## src/hw/rtl/ille_pkg.sv

```systemverilog
// Shared types and constants for the indexed linked list engine.
package ille_pkg;

  localparam int unsigned ITEM_W = 11;
  localparam int unsigned SUM_W  = 20;
  localparam int unsigned JOIN_N = 4;

  localparam logic [ITEM_W-1:0] LIST_LEN_RST = 11'd1024;
  localparam logic [SUM_W-1:0]  SUM_MAX      = 20'hFFFFF;

  typedef enum logic [2:0] {
    MODE_INIT  = 3'd0,
    MODE_LEFT  = 3'd1,
    MODE_RIGHT = 3'd2,
    MODE_SWAP  = 3'd3,
    MODE_REV   = 3'd4,
    MODE_SUM   = 3'd5
  } mode_e;

  typedef enum logic [1:0] {
    ST_DONE = 2'd0,
    ST_SKIP = 2'd1,
    ST_BAD  = 2'd2
  } status_e;

  typedef enum logic [3:0] {
    S_IDLE,
    S_DECODE,
    S_INIT,
    S_INIT_HEAD,
    S_RD_X,
    S_CALC,
    S_JOIN,
    S_WALK_RD,
    S_WALK_ACC,
    S_DONE
  } ctrl_state_e;

  typedef struct packed {
    logic [2:0]        mode;
    logic [ITEM_W-1:0] item_x;
    logic [ITEM_W-1:0] item_y;
  } in_item_t;

  typedef struct packed {
    logic [SUM_W-1:0] odd_sum;
    logic [1:0]       status;
  } out_item_t;

  // Controller to datapath commands
  typedef struct packed {
    logic load;
    logic init_start;
    logic init_step;
    logic init_head;
    logic flip_rev;
    logic rd_y;
    logic rd_x;
    logic calc;
    logic join_step;
    logic walk_start;
    logic walk_rd;
    logic walk_acc;
    logic set_bad;
    logic out_load;
  } cmd_t;

  // Datapath to controller status
  typedef struct packed {
    logic [2:0] mode;
    logic       bad;
    logic       skip;
    logic       init_last;
    logic       join_last;
    logic       walk_end;
  } stat_t;

endpackage

```

## src/hw/rtl/ille_ctrl.sv

```systemverilog
// Sequencing state machine for the indexed linked list engine.
module ille_ctrl import ille_pkg::*; (
  input  logic  clk_i,
  input  logic  rst_ni,
  input  logic  in_valid_i,
  output logic  in_stall_o,
  output logic  out_valid_o,
  input  logic  out_stall_i,
  input  stat_t stat_i,
  output cmd_t  cmd_o
);

  ctrl_state_e state_q, state_d;
  logic        out_valid_q, out_valid_d;

  // State and output-valid registers
  always_ff @(posedge clk_i or negedge rst_ni) begin
    if (!rst_ni) begin
      state_q     <= S_IDLE;
      out_valid_q <= 1'b0;
    end else begin
      state_q     <= state_d;
      out_valid_q <= out_valid_d;
    end
  end

  // Next state and commands
  always_comb begin
    state_d     = state_q;
    cmd_o       = '0;
    out_valid_d = out_valid_q & out_stall_i;
    unique case (state_q)
      S_IDLE: begin
        if (in_valid_i) begin
          cmd_o.load = 1'b1;
          state_d    = S_DECODE;
        end
      end
      S_DECODE: begin
        unique case (stat_i.mode)
          MODE_INIT: begin
            cmd_o.init_start = 1'b1;
            state_d          = S_INIT;
          end
          MODE_LEFT, MODE_RIGHT, MODE_SWAP: begin
            if (stat_i.bad) begin
              cmd_o.set_bad = 1'b1;
              state_d       = S_DONE;
            end else begin
              cmd_o.rd_y = 1'b1;
              state_d    = S_RD_X;
            end
          end
          MODE_REV: begin
            cmd_o.flip_rev = 1'b1;
            state_d        = S_DONE;
          end
          MODE_SUM: begin
            cmd_o.walk_start = 1'b1;
            state_d          = S_WALK_RD;
          end
          default: state_d = S_DONE;
        endcase
      end
      S_INIT: begin
        cmd_o.init_step = 1'b1;
        if (stat_i.init_last) state_d = S_INIT_HEAD;
      end
      S_INIT_HEAD: begin
        cmd_o.init_head = 1'b1;
        state_d         = S_DONE;
      end
      S_RD_X: begin
        cmd_o.rd_x = 1'b1;
        state_d    = S_CALC;
      end
      S_CALC: begin
        cmd_o.calc = 1'b1;
        state_d    = stat_i.skip ? S_DONE : S_JOIN;
      end
      S_JOIN: begin
        cmd_o.join_step = 1'b1;
        if (stat_i.join_last) state_d = S_DONE;
      end
      S_WALK_RD: begin
        cmd_o.walk_rd = 1'b1;
        state_d       = S_WALK_ACC;
      end
      S_WALK_ACC: begin
        cmd_o.walk_acc = 1'b1;
        state_d        = stat_i.walk_end ? S_DONE : S_WALK_RD;
      end
      S_DONE: begin
        // Hand the result over once the output register is free
        if (!out_valid_q || !out_stall_i) begin
          cmd_o.out_load = 1'b1;
          out_valid_d    = 1'b1;
          state_d        = S_IDLE;
        end
      end
      default: state_d = S_IDLE;
    endcase
  end

  assign in_stall_o  = (state_q != S_IDLE);
  assign out_valid_o = out_valid_q;

endmodule

```

## config.mk

```make
export PLATFORM = sky130hd
export DESIGN_NAME = ille_ctrl
export DESIGN_NICKNAME = d
export VERILOG_FILES = /design/src/hw/rtl/ille_pkg.sv /design/src/hw/rtl/ille_ctrl.sv
export SDC_FILE = /design/constraint.sdc
export NUM_CORES = 1
export LEC_CHECK = 0
export BUFFER_PORTS_ARGS = -buffer_cell sky130_fd_sc_hd__buf_2
export CORE_AREA = 2 2 39 41
export CTS_BUF_LIST = sky130_fd_sc_hd__clkbuf_4 sky130_fd_sc_hd__clkbuf_8
export CTS_CLUSTER_DIAMETER = 100
export DETAILED_ROUTE_END_ITERATION = 10
export DIE_AREA = 0 0 41 43
export GPL_TIMING_DRIVEN = 0
export PLACE_DENSITY = 0.73
export SLEW_MARGIN = 5
export SYNTH_ARGS = -nofsm -noshare
export SYNTH_HDL_FRONTEND = slang
export SYNTH_SLANG_ARGS = --single-unit
```

## constraint.sdc

```tcl
create_clock -name clk_i -period 1.8 [get_ports clk_i]
set_input_delay 0.36 -clock clk_i [delete_from_list [all_inputs] [get_ports clk_i]]
set_output_delay 0.36 -clock clk_i [all_outputs]
set_load 0.05 [all_outputs]
```

==> metrics <==
input/output buffers 26; Net Count, Synth 82; Synth Flop Type dfrtp_1; Max Freq 474 MHz; Critical Path End cmd_o[4]; final setup vio count 6; total track usage 0.214; Seq/Total Area, Yosys 0.235; final net count 119; synth warn 0; top cell type's share of synthesized area 0.235; worst IR drop on VDD 0.738 mV; syn avg cell area 7.61 µm²; Filler cells 104; Max Fanout on Critical Path 6; Antenna Nets Post-Route 0; Area growth, synth to finish 89.0%; Layout Cells excl Fill 122; Final Slew Violations 0; failing checks setup timing; FF+latch count, synth 5; placed cells 112; RSZ-0062 raised after global routing true; Initial DRC Count 7; Chip Height 43 µm; R2R Setup Slk 20 ps; final period utilization 1.17; LEAKAGE 0.440 nW; Slew Limit Headroom 0.621; crit path from state_q[3]$_DFFE_PN0P_; CTS H-Tree Depth 1; Synth area leader dfrtp_1; HP Class in -> reg; Overflow after GRT 0; fraction of layout cells with a size suffix above 1 0.594; reg2reg start state_q[3]$_DFFE_PN0P_; clock skew 6.25 ps; clock buffer depth 2; initial antenna violation count 0; Worst-Skew Late Latency 240 ps; die width 41 µm; CTS tree done; Worst Max-Slew Pin Slew 569 ps; CP startpoint kind register; antenna cells 0; # DRC 0; Clock Tree Root clkbuf_4; final setup margin -309 ps; status finished, violations left; required time worst endpoint 1440 ps; Reg2Reg Depth 5; most common cell in the netlist nor2_1; PD cells 1600 nW/µm²; MaxCap Viol Count 0; wirelength, routed 1.85 mm; first-pass GRT wire length 2.66 mm; number of synthesized flops with an enable pin 0; crit path DAT 1750 ps; CP Capture Type primary output; reg2reg end state_q[3]$_DFFE_PN0P_; # rows 14; routed len/inst 15.2 µm; Detailed Place HPWL 1.25 mm; Hold Fails Final Rpt 0; DIE AREA 1760 µm²; DR vias 679; CTS clk-pin slew, worst paths 50 ps; via/cell ratio 5.57; Starting Density 0.385; pin count of the biggest net entering global routing 11; post-synthesis cell type count 32; top post-synthesis cells by area dfrtp_1 (23%), nor2_1 (7.0%), nor4b_1 (4.9%), a21oi_1 (4.7%), nor4b_4 (4.5%); Mapped Cells 70; clk sinks 5; vias in the first global route 656; asr flop ratio synth 1.00; critical path class reg -> out; fin util 0.728; Final min period 2110 ps; TritonCTS buffer count 3; CORE AREA 1380 µm²; Ports 28; Syn Std Cell Area 533 µm²; drt pass-1 iters 4; Final GP Congestion 0.865; most instantiated cells after synthesis nor2_1 (10), nand2_1 (6), a21oi_1 (5), clkbuf_1 (5), dfrtp_1 (5)
-- critical path, stage by stage (launching register included) --
cell and delay (ps):
dfrtp_1 370, or4b_4 640, buf_6 160, nor3_4 140
buf_6 190
-- layout make-up --
type	instances	area (µm²)	area share
Buffer	5	46.3	0.0460
Clock buffer	4	30.0	0.0298
Inverter	2	7.51	0.00745
Timing Repair Buffer	33	273	0.271
Sequential cell	5	128	0.127
Tap cell	16	20.0	0.0199
Multi-Input combinational cell	57	503	0.499
-- cells in the final DEF, fill, tap and decap left out, types with 3 or more instances in the layout --
cell / count
buf_2: 13
buf_4: 8
nor4b_4: 3
a21oi_1: 4
nand2_1: 6
nor2_1: 5
buf_8: 3
dfrtp_1: 3
a31oi_1: 3
nor2_2: 4
buf_6: 12
clkbuf_4: 4
-- sequential cells by signal, summed over array words and instances (netlist names) --
register and count:
state_q 4, out_valid_o 1
-- metal layers --
metal / share of wire / global-route usage
met1: 0.41 / 0.244
met2: 0.55 / 0.366
met3: 0.037 / 0.0157
met4: 0.0054 / 0.113
met5: 0 / 0
-- metrics by stage --
step / total power (W) / hold WS, ps / TNS, ps / setup slack [ps] / instance area (µm²)
after floorplan: 0.000989 / 64.4 / -1660 / -260 / 621
after global placement: 0.00116 / 174 / -897 / -255 / 771
after detailed placement: 0.00119 / 181 / -1010 / -268 / 771
after CTS: 0.00147 / 359 / -2430 / -368 / 926
after global routing: 0.00170 / 396 / -2010 / -371 / 1010
final: 0.00161 / 366 / -1440 / -309 / 1010
-- where the power goes --
| part | switching (W) | total [W] | internal [W] | leakage (nW) |
|---|---|---|---|---|
| registers | 0.0000485 | 0.000214 | 0.000166 | 0.0618 |
| clock network | 0.0000482 | 0.000147 | 0.0000990 | 0.0184 |
| logic | 0.000745 | 0.00125 | 0.000503 | 0.360 |
-- worst min path at each step --
| stage | start | end | slack [ps] | cells past startpoint |
|---|---|---|---|---|
| after CTS | out_stall_i | out_valid_o$_DFF_PN0_ | 360 | 3 |
| after global placement | rst_ni | state_q[3]$_DFFE_PN0P_ | 170 | 1 |
| final | out_stall_i | out_valid_o$_DFF_PN0_ | 370 | 3 |
| after global routing | out_stall_i | out_valid_o$_DFF_PN0_ | 400 | 3 |
| after detailed placement | rst_ni | state_q[1]$_DFFE_PN0P_ | 180 | 1 |
| after floorplan | rst_ni | out_valid_o$_DFF_PN0_ | 60 | 0 |
-- what timing repair did --
action,CTS,global route
pin swaps,2,4
hold buffers,1,0
setup endpoints to repair,16,17
buffers inserted,5,2
resized for setup,29,28
endpoints found under the hold margin,5,0
cloned,0,0
-- kinds of logic (layout without fill, tap and decap cells) --
group	Yosys count	in the layout	synth area share
AND/OR/NAND/NOR	39	39	0.477
AO/OA/AOI/OAI	15	15	0.171
buffers and inverters	8	44	0.0587
flip-flops	5	5	0.235
multiplexers	2	2	0.0423
XOR/XNOR	1	1	0.0164
No activity file was read; power rests on OpenSTA's default activity.
